<file path="config.mk">
export PLATFORM = sky130hd
export DESIGN_NAME = pgn_movetext_token_filter
export DESIGN_NICKNAME = d
export VERILOG_FILES = /design/src/rtl/pmtf_pkg.sv /design/src/rtl/pmtf_front.sv /design/src/rtl/pmtf_queue.sv /design/src/rtl/pmtf_back.sv /design/src/rtl/pgn_movetext_token_filter.sv
export SDC_FILE = /design/constraint.sdc
export NUM_CORES = 1
export LEC_CHECK = 0
export BUFFER_PORTS_ARGS = -buffer_cell sky130_fd_sc_hd__buf_4
export CAP_MARGIN = 20
export CORE_MARGIN = 2
export CORE_UTILIZATION = 25
export DETAILED_ROUTE_END_ITERATION = 10
export PLACE_DENSITY = 0.4
export SYNTH_ARGS = -nofsm -noshare
export SYNTH_HDL_FRONTEND = slang
export SYNTH_HIERARCHICAL = 1
export SYNTH_SLANG_ARGS = --single-unit
</file>
<file path="constraint.sdc">
create_clock -name clk_i -period 6.5 [get_ports clk_i]
set_input_delay 1.3 -clock clk_i [delete_from_list [all_inputs] [get_ports clk_i]]
set_output_delay 1.3 -clock clk_i [all_outputs]
set_load 0.02 [all_outputs]
</file>
<file path="src/rtl/pmtf_pkg.sv">
// ----------------------------------------------------------------------------
// pmtf_pkg
// shared beat types, token descriptor, buffer write port and result patterns
// ----------------------------------------------------------------------------
package pmtf_pkg;

  // length and index fields are sized for the largest token buffer (64)
  localparam int unsigned TOK_LEN_W = 7;
  localparam int unsigned TOK_IDX_W = 6;
  localparam int unsigned PAT_NUM   = 4;

  typedef struct packed {
    logic [7:0] text_byte;
    logic       end_of_game;
  } in_beat_t;

  typedef struct packed {
    logic [7:0] token_char;
    logic       token_last;
    logic       token_truncated;
  } out_beat_t;

  // one kept token waiting in a buffer bank
  typedef struct packed {
    logic                 bank;
    logic [TOK_LEN_W-1:0] len;
    logic                 ovf;
  } tok_desc_t;

  // write into the token buffer
  typedef struct packed {
    logic                 en;
    logic                 bank;
    logic [TOK_IDX_W-1:0] idx;
    logic [7:0]           data;
  } buf_wr_t;

  typedef struct packed {
    logic full;
    logic empty;
  } q_status_t;

  typedef enum logic [1:0] {
    PAT_WHITE = 2'd0,
    PAT_BLACK = 2'd1,
    PAT_DRAW  = 2'd2,
    PAT_OPEN  = 2'd3
  } pattern_e;

  // game result strings that are dropped as tokens
  function automatic logic [2:0] pat_len(pattern_e p);
    logic [2:0] n;
    unique case (p)
      PAT_WHITE: n = 3'd3;
      PAT_BLACK: n = 3'd3;
      PAT_DRAW:  n = 3'd7;
      PAT_OPEN:  n = 3'd1;
      default:   n = 3'd0;
    endcase
    return n;
  endfunction

  function automatic logic [7:0] pat_char(pattern_e p, logic [2:0] pos);
    logic [7:0] ch;
    ch = 8'h00;
    unique case (p)
      PAT_WHITE: begin
        unique case (pos)
          3'd0:    ch = "1";
          3'd1:    ch = "-";
          3'd2:    ch = "0";
          default: ch = 8'h00;
        endcase
      end
      PAT_BLACK: begin
        unique case (pos)
          3'd0:    ch = "0";
          3'd1:    ch = "-";
          3'd2:    ch = "1";
          default: ch = 8'h00;
        endcase
      end
      PAT_DRAW: begin
        unique case (pos)
          3'd0:    ch = "1";
          3'd1:    ch = "/";
          3'd2:    ch = "2";
          3'd3:    ch = "-";
          3'd4:    ch = "1";
          3'd5:    ch = "/";
          3'd6:    ch = "2";
          default: ch = 8'h00;
        endcase
      end
      PAT_OPEN: begin
        unique case (pos)
          3'd0:    ch = "*";
          default: ch = 8'h00;
        endcase
      end
      default: ch = 8'h00;
    endcase
    return ch;
  endfunction

endpackage

</file>
<file path="src/rtl/pmtf_front.sv">
// ----------------------------------------------------------------------------
// pmtf_front
// classifies text bytes, tracks nesting and builds tokens in a buffer bank
// ----------------------------------------------------------------------------
module pmtf_front #(
  parameter int unsigned MAX_TOKEN_LEN = 32,
  parameter int unsigned DEPTH_WIDTH   = 8
) (
  input  logic                clk_i,
  input  logic                rst_ni,
  input  logic                accept_i,
  input  pmtf_pkg::in_beat_t  in_data_i,
  output logic                push_o,
  output pmtf_pkg::tok_desc_t desc_o,
  output pmtf_pkg::buf_wr_t   wr_o
);
  import pmtf_pkg::*;

  localparam int unsigned LEN_W = $clog2(MAX_TOKEN_LEN + 1);

  localparam logic [7:0] CH_DOT    = 8'h2E;
  localparam logic [7:0] CH_LBRACE = 8'h7B;
  localparam logic [7:0] CH_RBRACE = 8'h7D;
  localparam logic [7:0] CH_LPAREN = 8'h28;
  localparam logic [7:0] CH_RPAREN = 8'h29;
  localparam logic [7:0] CH_LBRACK = 8'h5B;
  localparam logic [7:0] CH_RBRACK = 8'h5D;
  localparam logic [7:0] CH_SPACE  = 8'h20;
  localparam logic [7:0] CH_TAB    = 8'h09;
  localparam logic [7:0] CH_CR     = 8'h0D;

  localparam logic signed [DEPTH_WIDTH-1:0] DMAX = {1'b0, {(DEPTH_WIDTH-1){1'b1}}};
  localparam logic signed [DEPTH_WIDTH-1:0] DMIN = {1'b1, {(DEPTH_WIDTH-1){1'b0}}};

  function automatic logic signed [DEPTH_WIDTH-1:0] sat_move(
    logic signed [DEPTH_WIDTH-1:0] v, logic up);
    logic signed [DEPTH_WIDTH-1:0] r;
    r = v;
    if (up) begin
      if (v != DMAX) r = v + DEPTH_WIDTH'(1);
    end else begin
      if (v != DMIN) r = v - DEPTH_WIDTH'(1);
    end
    return r;
  endfunction

  function automatic logic is_pos(logic signed [DEPTH_WIDTH-1:0] v);
    return !v[DEPTH_WIDTH-1] && (v != '0);
  endfunction

  logic signed [DEPTH_WIDTH-1:0] cmt_q, cmt_d, var_q, var_d, tag_q, tag_d;
  logic                          open_q, open_d;
  logic [LEN_W-1:0]              len_q, len_d;
  logic                          dot_q, dot_d;
  logic                          ovf_q, ovf_d;
  logic [PAT_NUM-1:0]            match_q, match_d;
  logic                          bank_q, bank_d;

  logic [7:0]         c;
  logic               eog, ws, opener, is_brk, any_pos;
  logic               start, append, close, move, room, keep;
  logic [LEN_W-1:0]   len_base, len_a, tok_len;
  logic               dot_base, ovf_base, dot_a, ovf_a, tok_dot, tok_ovf;
  logic [PAT_NUM-1:0] match_base, match_a, tok_match, hit;

  always_comb begin
    c       = in_data_i.text_byte;
    eog     = in_data_i.end_of_game;
    ws      = (c == CH_SPACE) || ((c >= CH_TAB) && (c <= CH_CR));
    opener  = (c == CH_LBRACE) || (c == CH_LPAREN) || (c == CH_LBRACK);
    is_brk  = opener || (c == CH_RBRACE) || (c == CH_RPAREN) || (c == CH_RBRACK);
    any_pos = is_pos(cmt_q) || is_pos(var_q) || is_pos(tag_q);

    start  = accept_i && !open_q && !is_brk && !any_pos && !ws;
    append = start || (accept_i && open_q && !ws && !opener);
    close  = (accept_i && open_q && (ws || opener)) || (accept_i && eog && (open_q || start));
    move   = accept_i && ((!open_q && is_brk) || (open_q && opener));

    // a new token starts from an empty buffer
    len_base   = start ? '0 : len_q;
    dot_base   = start ? 1'b0 : dot_q;
    ovf_base   = start ? 1'b0 : ovf_q;
    match_base = start ? '1 : match_q;

    room  = len_base < LEN_W'(MAX_TOKEN_LEN);
    len_a = room ? len_base + LEN_W'(1) : len_base;
    ovf_a = ovf_base || !room;
    dot_a = dot_base || (c == CH_DOT);
    for (int unsigned k = 0; k < PAT_NUM; k++) begin
      match_a[k] = match_base[k] && room &&
                   (len_base < LEN_W'(pat_len(pattern_e'(k[1:0])))) &&
                   (c == pat_char(pattern_e'(k[1:0]), len_base[2:0]));
    end

    tok_len   = append ? len_a   : len_q;
    tok_dot   = append ? dot_a   : dot_q;
    tok_ovf   = append ? ovf_a   : ovf_q;
    tok_match = append ? match_a : match_q;
    for (int unsigned k = 0; k < PAT_NUM; k++) begin
      hit[k] = tok_match[k] && !tok_ovf &&
               (tok_len == LEN_W'(pat_len(pattern_e'(k[1:0]))));
    end
    keep = close && !tok_dot && (hit == '0);

    push_o      = keep;
    desc_o.bank = bank_q;
    desc_o.len  = TOK_LEN_W'(tok_len);
    desc_o.ovf  = tok_ovf;

    wr_o.en   = append && room;
    wr_o.bank = bank_q;
    wr_o.idx  = TOK_IDX_W'(len_base);
    wr_o.data = c;

    open_d  = open_q;
    len_d   = len_q;
    dot_d   = dot_q;
    ovf_d   = ovf_q;
    match_d = match_q;
    bank_d  = keep ? !bank_q : bank_q;
    if (close) begin
      open_d  = 1'b0;
      len_d   = '0;
      dot_d   = 1'b0;
      ovf_d   = 1'b0;
      match_d = '0;
    end else if (append) begin
      open_d  = 1'b1;
      len_d   = len_a;
      dot_d   = dot_a;
      ovf_d   = ovf_a;
      match_d = match_a;
    end

    cmt_d = cmt_q;
    var_d = var_q;
    tag_d = tag_q;
    if (accept_i && eog) begin
      cmt_d = '0;
      var_d = '0;
      tag_d = '0;
    end else if (move) begin
      if (c == CH_LBRACE || c == CH_RBRACE) cmt_d = sat_move(cmt_q, c == CH_LBRACE);
      if (c == CH_LPAREN || c == CH_RPAREN) var_d = sat_move(var_q, c == CH_LPAREN);
      if (c == CH_LBRACK || c == CH_RBRACK) tag_d = sat_move(tag_q, c == CH_LBRACK);
    end
  end

  always_ff @(posedge clk_i or negedge rst_ni) begin
    if (!rst_ni) begin
      cmt_q   <= '0;
      var_q   <= '0;
      tag_q   <= '0;
      open_q  <= 1'b0;
      len_q   <= '0;
      dot_q   <= 1'b0;
      ovf_q   <= 1'b0;
      match_q <= '0;
      bank_q  <= 1'b0;
    end else begin
      cmt_q   <= cmt_d;
      var_q   <= var_d;
      tag_q   <= tag_d;
      open_q  <= open_d;
      len_q   <= len_d;
      dot_q   <= dot_d;
      ovf_q   <= ovf_d;
      match_q <= match_d;
      bank_q  <= bank_d;
    end
  end

`ifndef SYNTH
  a_open_len : assert property (@(posedge clk_i) disable iff (!rst_ni)
    open_q |-> (len_q != '0))
    else $error("open token with zero length");

  a_idle_clean : assert property (@(posedge clk_i) disable iff (!rst_ni)
    !open_q |-> (!dot_q && !ovf_q && (len_q == '0)))
    else $error("token flags left set with no open token");
`endif

endmodule

</file>
<file path="src/rtl/pmtf_queue.sv">
// ----------------------------------------------------------------------------
// pmtf_queue
// two-entry queue of kept token descriptors, one per buffer bank
// ----------------------------------------------------------------------------
module pmtf_queue (
  input  logic                clk_i,
  input  logic                rst_ni,
  input  logic                push_i,
  input  pmtf_pkg::tok_desc_t desc_i,
  input  logic                pop_i,
  output pmtf_pkg::tok_desc_t head_o,
  output pmtf_pkg::q_status_t status_o
);
  import pmtf_pkg::*;

  tok_desc_t  ent_q [2];
  logic       wp_q, wp_d, rp_q, rp_d;
  logic [1:0] cnt_q, cnt_d;

  always_comb begin
    wp_d  = push_i ? !wp_q : wp_q;
    rp_d  = pop_i ? !rp_q : rp_q;
    cnt_d = cnt_q;
    if (push_i && !pop_i) cnt_d = cnt_q + 2'd1;
    if (pop_i && !push_i) cnt_d = cnt_q - 2'd1;
    head_o         = ent_q[rp_q];
    status_o.full  = cnt_q == 2'd2;
    status_o.empty = cnt_q == 2'd0;
  end

  always_ff @(posedge clk_i or negedge rst_ni) begin
    if (!rst_ni) begin
      wp_q  <= 1'b0;
      rp_q  <= 1'b0;
      cnt_q <= 2'd0;
    end else begin
      wp_q  <= wp_d;
      rp_q  <= rp_d;
      cnt_q <= cnt_d;
    end
  end

  always_ff @(posedge clk_i) begin
    if (push_i) ent_q[wp_q] <= desc_i;
  end

endmodule

</file>
<file path="src/rtl/pmtf_back.sv">
// ----------------------------------------------------------------------------
// pmtf_back
// token buffer memory and byte emitter with registered output
// ----------------------------------------------------------------------------
module pmtf_back #(
  parameter int unsigned MAX_TOKEN_LEN = 32
) (
  input  logic                clk_i,
  input  logic                rst_ni,
  input  pmtf_pkg::buf_wr_t   wr_i,
  input  pmtf_pkg::tok_desc_t head_i,
  input  logic                head_valid_i,
  output logic                pop_o,
  output logic                out_valid_o,
  input  logic                out_stall_i,
  output pmtf_pkg::out_beat_t out_data_o
);
  import pmtf_pkg::*;

  localparam int unsigned IDX_W = $clog2(MAX_TOKEN_LEN);

  logic [7:0]       mem [2**(IDX_W+1)];
  logic [IDX_W-1:0] idx_q, idx_d;
  logic             valid_q, valid_d;
  out_beat_t        data_q;
  logic             load, last;
  logic [IDX_W:0]   rd_addr;

  always_comb begin
    load    = head_valid_i && (!valid_q || !out_stall_i);
    last    = (TOK_LEN_W'(idx_q) + TOK_LEN_W'(1)) == head_i.len;
    rd_addr = {head_i.bank, idx_q};
    pop_o   = load && last;
    idx_d   = idx_q;
    if (load) idx_d = last ? '0 : idx_q + IDX_W'(1);
    valid_d = load || (valid_q && out_stall_i);
  end

  always_ff @(posedge clk_i or negedge rst_ni) begin
    if (!rst_ni) begin
      idx_q   <= '0;
      valid_q <= 1'b0;
    end else begin
      idx_q   <= idx_d;
      valid_q <= valid_d;
    end
  end

  always_ff @(posedge clk_i) begin
    if (wr_i.en) mem[{wr_i.bank, wr_i.idx[IDX_W-1:0]}] <= wr_i.data;
  end

  // read data lands straight in the output register
  always_ff @(posedge clk_i) begin
    if (load) begin
      data_q.token_char      <= mem[rd_addr];
      data_q.token_last      <= last;
      data_q.token_truncated <= head_i.ovf;
    end
  end

  assign out_valid_o = valid_q;
  assign out_data_o  = data_q;

endmodule

</file>
<file path="src/rtl/pgn_movetext_token_filter.sv">
// ----------------------------------------------------------------------------
// pgn_movetext_token_filter
// move-token filter for game movetext: skips brackets, numbers and results
// ----------------------------------------------------------------------------
// path: first byte of a kept token goes through the descriptor queue and the output
// register once its closing beat is accepted, when the back is idle
// throughput: one text byte per cycle while a token buffer bank is free
// output: one token byte per cycle unless out_stall_i holds it, set by the single buffer read port
// input stalls while both buffer banks hold tokens not yet sent
// reset: async active low clears counters, token state, queue and output valid
module pgn_movetext_token_filter #(
  parameter int unsigned MAX_TOKEN_LEN = 32,
  parameter int unsigned DEPTH_WIDTH   = 8
) (
  input  logic                clk_i,
  input  logic                rst_ni,
  input  logic                in_valid_i,
  output logic                in_stall_o,
  input  pmtf_pkg::in_beat_t  in_data_i,
  output logic                out_valid_o,
  input  logic                out_stall_i,
  output pmtf_pkg::out_beat_t out_data_o
);
  import pmtf_pkg::*;

  // token buffer needs no clearing pass; only written entries are ever read

  logic      accept;
  logic      push, pop;
  tok_desc_t desc, head;
  buf_wr_t   wr;
  q_status_t qst;

  // front holds off whenever both banks are taken
  assign in_stall_o = qst.full;
  assign accept     = in_valid_i && !in_stall_o;

  // front: nesting counters, token assembly, result/move-number drop
  pmtf_front #(
    .MAX_TOKEN_LEN (MAX_TOKEN_LEN),
    .DEPTH_WIDTH   (DEPTH_WIDTH)
  ) u_front (
    .clk_i     (clk_i),
    .rst_ni    (rst_ni),
    .accept_i  (accept),
    .in_data_i (in_data_i),
    .push_o    (push),
    .desc_o    (desc),
    .wr_o      (wr)
  );

  // queue of kept tokens between the two halves
  pmtf_queue u_queue (
    .clk_i    (clk_i),
    .rst_ni   (rst_ni),
    .push_i   (push),
    .desc_i   (desc),
    .pop_i    (pop),
    .head_o   (head),
    .status_o (qst)
  );

  // back: reads the token bank and sends one beat per byte
  pmtf_back #(
    .MAX_TOKEN_LEN (MAX_TOKEN_LEN)
  ) u_back (
    .clk_i        (clk_i),
    .rst_ni       (rst_ni),
    .wr_i         (wr),
    .head_i       (head),
    .head_valid_i (!qst.empty),
    .pop_o        (pop),
    .out_valid_o  (out_valid_o),
    .out_stall_i  (out_stall_i),
    .out_data_o   (out_data_o)
  );

`ifndef SYNTH
  a_no_push_full : assert property (@(posedge clk_i) disable iff (!rst_ni)
    push |-> !qst.full)
    else $error("token pushed into full queue");

  a_no_pop_empty : assert property (@(posedge clk_i) disable iff (!rst_ni)
    pop |-> !qst.empty)
    else $error("token popped from empty queue");
`endif

endmodule

</file>
==> results of run 1 <==
[layer usage]
metal  up-vias  share of wire (%)
li1       5974                  -
met1      7083                 44
met2       262                 49
met3        86                4.1
met4         0                2.1
met5         -                  0
[worst max-delay path, stage by stage]
cell       delay (ns)
buf_4            0.08
nor2b_4          0.20
nor4b_1          0.28
a22o_1           0.22
o211a_1          0.20
nand3_1          0.15
nand2_1          0.21
inv_1            0.08
ha_1             0.22
ha_1             0.25
or4b_2           0.63
o21ai_0          0.11
a2111oi_0        0.13
a31o_2           0.23
a32oi_1          0.25
nor3_1           0.12
a21o_1           0.19
nand2b_1         0.14
a21oi_1          0.27
inv_1            0.10
nor2_1           0.62
[area by class of cell]
type	count	area [um^2]	share of cell area, %
clock inverter	36	354	1.22
inverter	35	131	0.451
sequential	588	17400	59.8
timing repair buffer	90	688	2.36
multi-input combinational	741	7050	24.2
clock buffer	89	1840	6.33
tap	1298	1620	5.58
[registers in the layout (all words and copies together), names as in the netlist, 2 cells and up]
name               count
u_back/mem           512
u_front/cmt_q          8
u_front/tag_q          8
u_front/len_q          6
u_queue/cnt_q          2
u_front/var_q          8
u_back/out_data_o     10
u_queue/ent_q         18
u_back/idx_q           5
u_front/match_q        4
[power groups by stage]
stage	combinational, mW	clock, mW	sequential [mW]
after CTS	3.22	3.91	4.77
after detailed placement	3.22	0	4.85
after global placement	3.19	0	4.85
final	3.16	3.78	4.75
after global routing	3.42	4.06	4.81
after floorplan	2.47	0	4.58
[worst max-delay path by stage]
stage          depth (start not counted)                             to         start  slack, ns
2_1_floorplan                         20  u_queue/ent_q[0][0]$_DFFE_PP_  in_data_i[2]       0.60
3_3_place_gp                          20   u_queue/cnt_q[1]$_DFFE_PN0P_  in_data_i[1]       0.27
3_5_place_dp                          21  u_queue/ent_q[0][8]$_DFFE_PP_    in_valid_i       0.13
4_1_cts                               21  u_queue/ent_q[0][7]$_DFFE_PP_    in_valid_i       0.77
5_1_grt                               21  u_queue/ent_q[0][7]$_DFFE_PP_    in_valid_i       0.41
6_report                              21  u_queue/ent_q[0][8]$_DFFE_PP_    in_valid_i       0.73
[through the flow]
step,cell area (um^2),total power [mW],util (%),hold slack [ns]
finish,29100,11.7,29.2,0.488
global route,29100,12.3,29.2,0.528
CTS,29100,11.9,29.2,0.490
detailed placement,26900,8.07,26.9,0.479
global placement,26900,8.04,26.9,0.475
floorplan,25100,7.05,-,0.456
==> results.sh, run 1 <==
export IMPL_status="finished clean"
export IMPL_ios=25
export IMPL_syn_to_final_growth_pct=16.1
export IMPL_antenna_left=0
export IMPL_post_cts_setup_buffers=0
export IMPL_cts_resized=0
export IMPL_post_drt_wl_per_cell_um=22.9
export IMPL_io_buffers=24
export IMPL_fmax_mhz=173
export IMPL_fillCellCount=9864
export IMPL_syn_area_um2=25100
export IMPL_h_tree_depth=3
export IMPL_cp_start_kind="input port"
export IMPL_start_util_pct=25.1
export IMPL_grt_setup_unrepaired="false"
export IMPL_crit_reg2reg_launch="u_queue/cnt_q[0]$_DFFE_PN0P_"
export IMPL_use_met1_pct=16.9
export IMPL_crit_type="in -> reg"
export IMPL_max_slew_margin_pct=32.0
export IMPL_intPower_mw=8.02
export IMPL_cap_violations=0
export IMPL_clock_latency_ns=0.61
export IMPL_num_antenna_cells=0
export IMPL_nets=1567
export IMPL_die_x_um=321
export IMPL_drcViolationCount=0
export IMPL_leakagePower_nw=9.52
export IMPL_grt_usage_pct=12.8
export IMPL_cts_buffer_depth=3
export IMPL_synth_warnings=6
export IMPL_drive_gt1_share_pct=23.3
export IMPL_cts_tree="built"
export IMPL_antenna_found_initial=1
export IMPL_met3_usage_pct=2.28
export IMPL_cts_sinks=588
export IMPL_fin_setup_tns_ns=0
export IMPL_ir_worst_vdd_v=0.000220
export IMPL_combPwrFrac_pct=27.0
export IMPL_clkPwrFrac_pct=32.3
export IMPL_met2_usage_pct=21.7
export IMPL_fp_row_count=116
export IMPL_die_area_um2=103000
export IMPL_power_frac_seq_pct=40.6
export IMPL_grt_overflow_total=0
export IMPL_mostFrequentLayoutCells="edfxtp_1 (540), mux4_2 (113), nor2_1 (101)"
export IMPL_syn_num_nets=1490
export IMPL_dpl_worst_slack_ns=0.129
export IMPL_drt_first_pass_iters=6
export IMPL_dp_hpwl_um=39100
export IMPL_p_per_area_nw_per_um2=402
export IMPL_maxSlewViolCount=0
export IMPL_critPathArrivalTime_ns=5.99
export IMPL_vias=13405
export IMPL_fin_cells=2877
export IMPL_grt_busiest_layer="met2"
export IMPL_first_global_vias=13858
export IMPL_cts_buffers=68
export IMPL_fin_skew_ns=0.0200
export IMPL_fin_ws_ns=0.731
export IMPL_grt_pass1_wl_um=96700
export IMPL_grt_max_degree=90
export IMPL_fin_crit_ns=5.77
export IMPL_min_path_type="reg -> reg"
export IMPL_min_delay_start="u_queue/wp_q$_DFFE_PN0P_"
export IMPL_final_common_cell="edfxtp_1"
export IMPL_hold_viol=0
export IMPL_syn_inst=1447
export IMPL_switching_share_pct=31.4
export IMPL_cp_required_ns=6.72
export IMPL_placedCellCount=2750
export IMPL_syn_avg_cell_area_um2=17.3
export IMPL_wl_um=66000
export IMPL_worstRegToRegCells=21
export IMPL_rr_endpoint="u_queue/ent_q[0][8]$_DFFE_PP_"
export IMPL_whs_endpoint="u_queue/wp_q$_DFFE_PN0P_"
export IMPL_die_h_um=321
export IMPL_clk_pin_slew_ns=0.06
export IMPL_drt_iter0_drc=993
export IMPL_crit_path_end_kind="flip-flop"
export IMPL_core_um2=99900
export IMPL_regToRegSetupSlack_ns=0.86
export IMPL_hold_buffers=0
export IMPL_tightest_slew_ns=1.02
export IMPL_hold_depth=1
export IMPL_cts_root_buffer_cell="clkbuf_16"
export IMPL_path_max_fanout=9
export IMPL_viasPerCell=4.66
export IMPL_fin_crit_sh_pct=88.8
export IMPL_final_setup_viol_count=0
export IMPL_globalplace_congestion=0.763
export IMPL_p_switching_mw=3.67
No activity file was read; power rests on OpenSTA's default activity.
==> inputs of run 2 (changes only) <==
- SYNTH_HIERARCHICAL: 1 -> default
==> run 2 against run 1 <==
Synthesized cell count increased by 7.7%; non-clock buffer count decreased by 23; sequential power decreased by 4%; sequential cell count decreased by 2; clock skew increased by 0.012 ns; routed wire length increased by 9.8%; clock power increased by 3%; critical path type unchanged; critical endpoint is now u_queue.cnt_q[1]$_DFFE_PN0P_; largest cell class unchanged.
==> results.sh, run 2 <==
export IMPL_status="finished clean"
export IMPL_grt_overflow_total=0
export IMPL_synthAdderAreaFrac_pct=1.54
export IMPL_fp_row_count=115
export IMPL_grt_setup_unrepaired="false"
export IMPL_io_buffers=24
export IMPL_rr_endpoint="u_queue.cnt_q[1]$_DFFE_PN0P_"
export IMPL_synth_compound_gate_area_share_pct=7.01
export IMPL_drive_gt1_share_pct=18.4
export IMPL_placedCellCount=2831
export IMPL_crit_reg2reg_launch="u_front.cmt_q[2]$_DFFE_PN0P_"
export IMPL_maxSlewViolCount=0
export IMPL_hold_depth=2
export IMPL_grt_usage_pct=14.1
export IMPL_worstSetupStartpoint="in_data_i[3]"
export IMPL_cts_resized=0
export IMPL_drt_iter0_drc=1135
export IMPL_grt_max_degree=89
export IMPL_synthMostInstantiatedCell="edfxtp_1"
export IMPL_die_x_um=320
export IMPL_synth_edf_count=538
export IMPL_syn_area_um2=25000
export IMPL_drt_first_pass_iters=5
export IMPL_synth_top_area_share_pct=64.7
export IMPL_ios=25
export IMPL_fin_setup_tns_ns=0
export IMPL_hold_buffers=0
export IMPL_cp_start_kind="input port"
export IMPL_tightest_slew_ns=1.11
export IMPL_muxShareOfSynthArea_pct=12.8
export IMPL_mostFrequentLayoutCells="edfxtp_1 (538), nor2_1 (129), mux2i_1 (120)"
export IMPL_core_um2=98700
export IMPL_fin_crit_ns=5.27
export IMPL_cts_buffers=70
export IMPL_ir_worst_vdd_v=0.000179
export IMPL_syn_inst=1559
export IMPL_final_common_cell="edfxtp_1"
export IMPL_synth_ff_type="edfxtp_1"
export IMPL_yosys_area_share_simple_pct=5.81
export IMPL_min_path_type="reg -> reg"
export IMPL_vias=13863
export IMPL_fin_skew_ns=0.0325
export IMPL_syn_to_final_growth_pct=16.4
export IMPL_worstRegToRegCells=16
export IMPL_antenna_left=0
export IMPL_path_max_fanout=14
export IMPL_wl_um=72500
export IMPL_post_drt_wl_per_cell_um=24.5
export IMPL_cap_violations=0
export IMPL_synth_async_reset_ratio_pct=8.19
export IMPL_yosys_area_top_type="edfxtp_1"
export IMPL_crit_path_end_kind="flip-flop"
export IMPL_clk_pin_slew_ns=0.06
export IMPL_crit_type="in -> reg"
export IMPL_critPathArrivalTime_ns=5.82
export IMPL_cp_required_ns=7.05
export IMPL_cts_root_buffer_cell="clkbuf_16"
export IMPL_fin_cells=2963
export IMPL_die_h_um=320
export IMPL_cts_sinks=586
export IMPL_h_tree_depth=3
export IMPL_start_util_pct=25.3
export IMPL_syn_avg_cell_area_um2=16.0
export IMPL_globalplace_congestion=0.781
export IMPL_synth_warnings=0
export IMPL_dp_hpwl_um=45900
export IMPL_synth_seq_area_share_pct=69.5
export IMPL_p_per_area_nw_per_um2=405
export IMPL_antenna_found_initial=5
export IMPL_viasPerCell=4.68
export IMPL_synthTopCellsByCount="edfxtp_1 (538), nor2_1 (129), mux2i_1 (120)"
export IMPL_postSynthRegisterBits=586
export IMPL_synth_xor_area_share_pct=1.26
export IMPL_largest_reg_flops=512
export IMPL_nets=1659
export IMPL_cts_buffer_depth=3
export IMPL_leakagePower_nw=9.53
export IMPL_regToRegSetupSlack_ns=1.28
export IMPL_grt_pass1_wl_um=105000
export IMPL_synth_top_family_by_area="multiplexers"
export IMPL_yosysUniqueCellTypes=82
export IMPL_cts_tree="built"
export IMPL_die_area_um2=102000
export IMPL_clock_latency_ns=0.62
export IMPL_synth_area_leaders="edfxtp_1 (65%), mux4_2 (6.5%), dfrtp_1 (4.8%)"
export IMPL_max_slew_margin_pct=25.4
export IMPL_drcViolationCount=0
export IMPL_first_global_vias=14160
export IMPL_post_cts_setup_buffers=0
export IMPL_hold_viol=0
export IMPL_final_setup_viol_count=0
export IMPL_syn_num_nets=1601
export IMPL_fmax_mhz=190
export IMPL_critical_path_endpoint="u_queue.cnt_q[1]$_DFFE_PN0P_"
export IMPL_fin_crit_sh_pct=81.1
==> run 2: cell types whose count changed in the layout (fill, tap and decap cells not counted), moves of 22 or more <==
cell      delta
a21oi_1     +56
mux4_2      -41
mux2i_1    +102
buf_4       -24
o21ai_0     +22
o221ai_1    +24
nor2_1      +28
==> run 2: cell families (layout without fill, tap and decap cells) <==
kind of cell	Yosys count	in the layout
AOI/OAI and AO/OA	264	264
xor gates and xnor gates	36	36
adders and majority gates	29	29
buffers and inverters	119	235
DFF	586	586
muxes	226	226
other	0	1
and+or+nand+nor	299	299
==> run 2: worst max-delay path, cell delays in order <==
cell and delay, ns:
buf_4 0.17, or4b_4 0.56, a2111oi_4 0.43, nor4_2 0.13, nand3_1 0.20, nand2_1 0.16
inv_1 0.11, ha_1 0.29, or4b_2 0.60, a21boi_0 0.24, a221oi_2 0.12, o31a_1 0.25
a311o_1 0.36, a31oi_4 0.30, ha_1 0.31, nor2_1 0.13, xor2_1 0.15
==> run 2: worst min-delay path by stage <==
stage                                            start                       endpoint
final                     u_front.match_q[3]$_DFF_PN0_   u_front.match_q[3]$_DFF_PN0_
after global routing          u_queue.wp_q$_DFFE_PN0P_       u_queue.wp_q$_DFFE_PN0P_
after CTS                 u_queue.cnt_q[1]$_DFFE_PN0P_   u_queue.cnt_q[1]$_DFFE_PN0P_
after detailed placement  u_queue.cnt_q[1]$_DFFE_PN0P_   u_queue.cnt_q[1]$_DFFE_PN0P_
after global placement        u_queue.wp_q$_DFFE_PN0P_       u_queue.wp_q$_DFFE_PN0P_
after floorplan             u_front.bank_q$_DFFE_PN0P_  u_queue.ent_q[0][7]$_DFFE_PP_
==> run 2: area by class of cell <==
cell class                      count  area [um^2]
Antenna cell                        1         2.50
Inverter                           38          143
Fill cell                        9818        69600
Sequential cell                   586        17400
Multi-Input combinational cell    854         7120
Timing Repair Buffer               67          522
Clock inverter                     43          465
Tap cell                         1287         1610
Clock buffer                       87         1840
==> run 2: where the power goes <==
part	leakage, nW	switching [mW]	internal, mW	total (mW)
combinational	2.93	2.11	1.23	3.33
clock	1.11	1.62	2.28	3.90
sequential	5.49	0.235	4.31	4.55
total	9.53	3.96	7.82	11.8
==> run 2: layer usage <==
metal / vias to the layer above / routed length, um / track usage [%]
met1: 7243 / 34100 / 19.9
li1: 6254 / - / -
met3: 83 / 2730 / 2.26
met2: 283 / 34500 / 23.1
met5: - / 0 / 0
met4: 0 / 1170 / 2.81
==> run 2: stage by stage <==
step                worst slack, ns  instance area, um^2  hold WS (ns)  utilization, %  power, mW
CTS                            1.25                29100         0.525            29.4       12.0
global placement              0.604                26700         0.494            27.1       8.06
floorplan                      1.12                25000         0.464               -       6.65
finish                         1.23                29100         0.516            29.4       11.8
global route                  0.846                29100         0.535            29.4       12.3
detailed placement            0.578                26800         0.508            27.1       8.05
==> inputs of run 3 (changes only) <==
- clock period: 6.5 -> 4.9 ns (I/O delays scaled with it)
==> run 3 against run 2 <==
Sequential power up 32%; routed wire length down 3.1%; worst hold slack worse by 0.098 ns; critical path depth up 3; sequential cell count unchanged; total power up 33%; first-iteration DRC count down 10%; utilization up 0.79 points; critical path type unchanged.
==> results.sh, run 3 (same netlist as run 2, synthesis figures left out) <==
export IMPL_wl_met1_um=33500
export IMPL_met2_length_um=32200
export IMPL_final_core_util_pct=30.2
export IMPL_leakagePower_nw=10.0
export IMPL_drt_first_pass_iters=5
export IMPL_h_tree_depth=3
export IMPL_post_drt_wl_per_cell_um=23.0
export IMPL_cts_root_buffer_cell="clkbuf_16"
export IMPL_viasPerCell=4.61
export IMPL_drive_gt1_share_pct=23.6
export IMPL_hold_viol=0
export IMPL_clock_latency_ns=0.62
export IMPL_cp_start_kind="input port"
export IMPL_clk_pin_slew_ns=0.06
export IMPL_fin_crit_ns=4.66
export IMPL_tightest_slew_ns=0.934
export IMPL_die_area_um2=102000
export IMPL_dpl_worst_slack_ns=-0.423
export IMPL_maxSlewViolCount=0
export IMPL_antenna_left=0
export IMPL_dp_hpwl_um=45600
export IMPL_p_per_area_nw_per_um2=526
export IMPL_first_global_vias=14374
export IMPL_nets=1758
export IMPL_path_common_cell="buf_4"
export IMPL_cap_violations=0
export IMPL_route_top_layer_used="met5"
export IMPL_start_util_pct=25.3
export IMPL_met3_length_um=2590
export IMPL_fin_ws_ns=0.244
export IMPL_die_h_um=320
export IMPL_mostFrequentLayoutCells="edfxtp_1 (538), buf_4 (161), nor2_1 (127)"
export IMPL_final_setup_viol_count=0
export IMPL_cp_required_ns=5.39
export IMPL_fin_crit_sh_pct=95.0
export IMPL_worst_path_max_delay_cell="or4b_4"
export IMPL_cts_sinks=586
export IMPL_globalplace_congestion=0.846
export IMPL_fp_row_count=115
export IMPL_largest_reg_flops=512
export IMPL_crit_type="in -> reg"
export IMPL_syn_to_final_growth_pct=19.5
export IMPL_final_common_cell="edfxtp_1"
export IMPL_grt_setup_unrepaired="false"
export IMPL_crit_path_end_kind="flip-flop"
export IMPL_cts_buffers=71
export IMPL_ir_worst_vdd_v=0.000296
export IMPL_cts_tree="built"
export IMPL_wl_um=70200
export IMPL_max_stage_delay_ns=0.57
export IMPL_ios=25
export IMPL_fmax_mhz=215
export IMPL_path_max_fanout=7
export IMPL_io_buffers=24
export IMPL_postPlaceCellArea_um2=27600
export IMPL_status="finished clean"
export IMPL_num_antenna_cells=0
export IMPL_grt_pass1_wl_um=102000
export IMPL_drcViolationCount=0
export IMPL_critPathArrivalTime_ns=5.14
export IMPL_grt_overflow_total=0
export IMPL_path_cells="buf_4 > or4b_4 > a2111oi_4 > nor4_2 > nand3_1 > nand2_1 > buf_4 > ha_2 > inv_1 > o21ai_0 > a2111oi_1 > buf_4 > nand2_1 > a21oi_1 > a32oi_1 > a2bb2oi_1 > a31oi_4 > ha_4 > buf_4 > xnor2_1"
export IMPL_cts_buffer_depth=3
export IMPL_fin_skew_ns=0.0266
export IMPL_min_path_type="in -> async"
export IMPL_max_slew_margin_pct=37.5
export IMPL_drt_iter0_drc=1018
export IMPL_fin_area_um2=29800
export IMPL_grt_usage_pct=13.7
export IMPL_antenna_found_initial=3
export IMPL_hold_buffers=0
export IMPL_vias=14089
export IMPL_die_x_um=320
export IMPL_core_um2=98700
export IMPL_grt_max_degree=66
-- run 3: report_power, final --
group | switching (mW) | total, mW | internal (mW)
combinational | 2.75 | 4.52 | 1.77
sequential | 0.276 | 6.00 | 5.72
clock | 2.12 | 5.17 | 3.05
-- run 3: critical path: cells and delay by family --
kind	cells	cell delay [ns]
AOI/OAI and AO/OA	7	1.84
xor gates and xnor gates	1	0.11
adders and majority gates	2	0.46
buffers and inverters	5	0.70
and+or+nand+nor	5	1.04
-- run 3: worst paths after layout --
path                       slack [ns]                      endpoint  cells past startpoint                          from
max                              0.24  u_queue.cnt_q[0]$_DFFE_PN0P_                     20                  in_data_i[3]
min                              0.42  u_front.tag_q[4]$_DFFE_PN0P_                      1                        rst_ni
max reg2reg                      0.45  u_queue.cnt_q[0]$_DFFE_PN0P_                     18  u_front.cmt_q[2]$_DFFE_PN0P_
min reg2reg                      0.52  u_front.match_q[3]$_DFF_PN0_                      2  u_front.match_q[3]$_DFF_PN0_
max in group asynchronous        3.94   u_back.idx_q[0]$_DFFE_PN0P_                      1                        rst_ni
min in group clk_i               0.52  u_front.match_q[3]$_DFF_PN0_                      2  u_front.match_q[3]$_DFF_PN0_
-- run 3: final cells by class --
| cell class | count | area [um^2] |
|---|---|---|
| Clock inverter | 46 | 435 |
| Multi-Input combinational cell | 854 | 7150 |
| Tap cell | 1287 | 1610 |
| Timing Repair Buffer | 165 | 1300 |
| Fill cell | 9797 | 68900 |
| Inverter | 38 | 143 |
| Sequential cell | 586 | 17400 |
| Clock buffer | 80 | 1850 |
-- run 3: repair_timing --
action / in CTS / in global routing
buffers inserted: 0 / 0
resized for setup: 0 / 3
endpoints found under the setup margin: 0 / 18
-- run 3: through the flow --
stage | hold WS (ns) | power, mW | TNS (ns) | cells
detailed placement | 0.509 | 10.7 | -7.07 | 2930
finish | 0.417 | 15.7 | 0 | 3056
global placement | 0.483 | 10.7 | -8.69 | 2929
floorplan | 0.464 | 8.84 | 0 | 1559
global route | 0.452 | 16.4 | 0 | 3056
CTS | 0.428 | 16.0 | 0 | 3056
-- run 3: layer usage --
metal / GRT usage, % / up-vias
li1: - / 6451
met1: 19.1 / 7295
met2: 21.4 / 240
met3: 2.64 / 99
met4: 4.08 / 4
met5: 0 / -
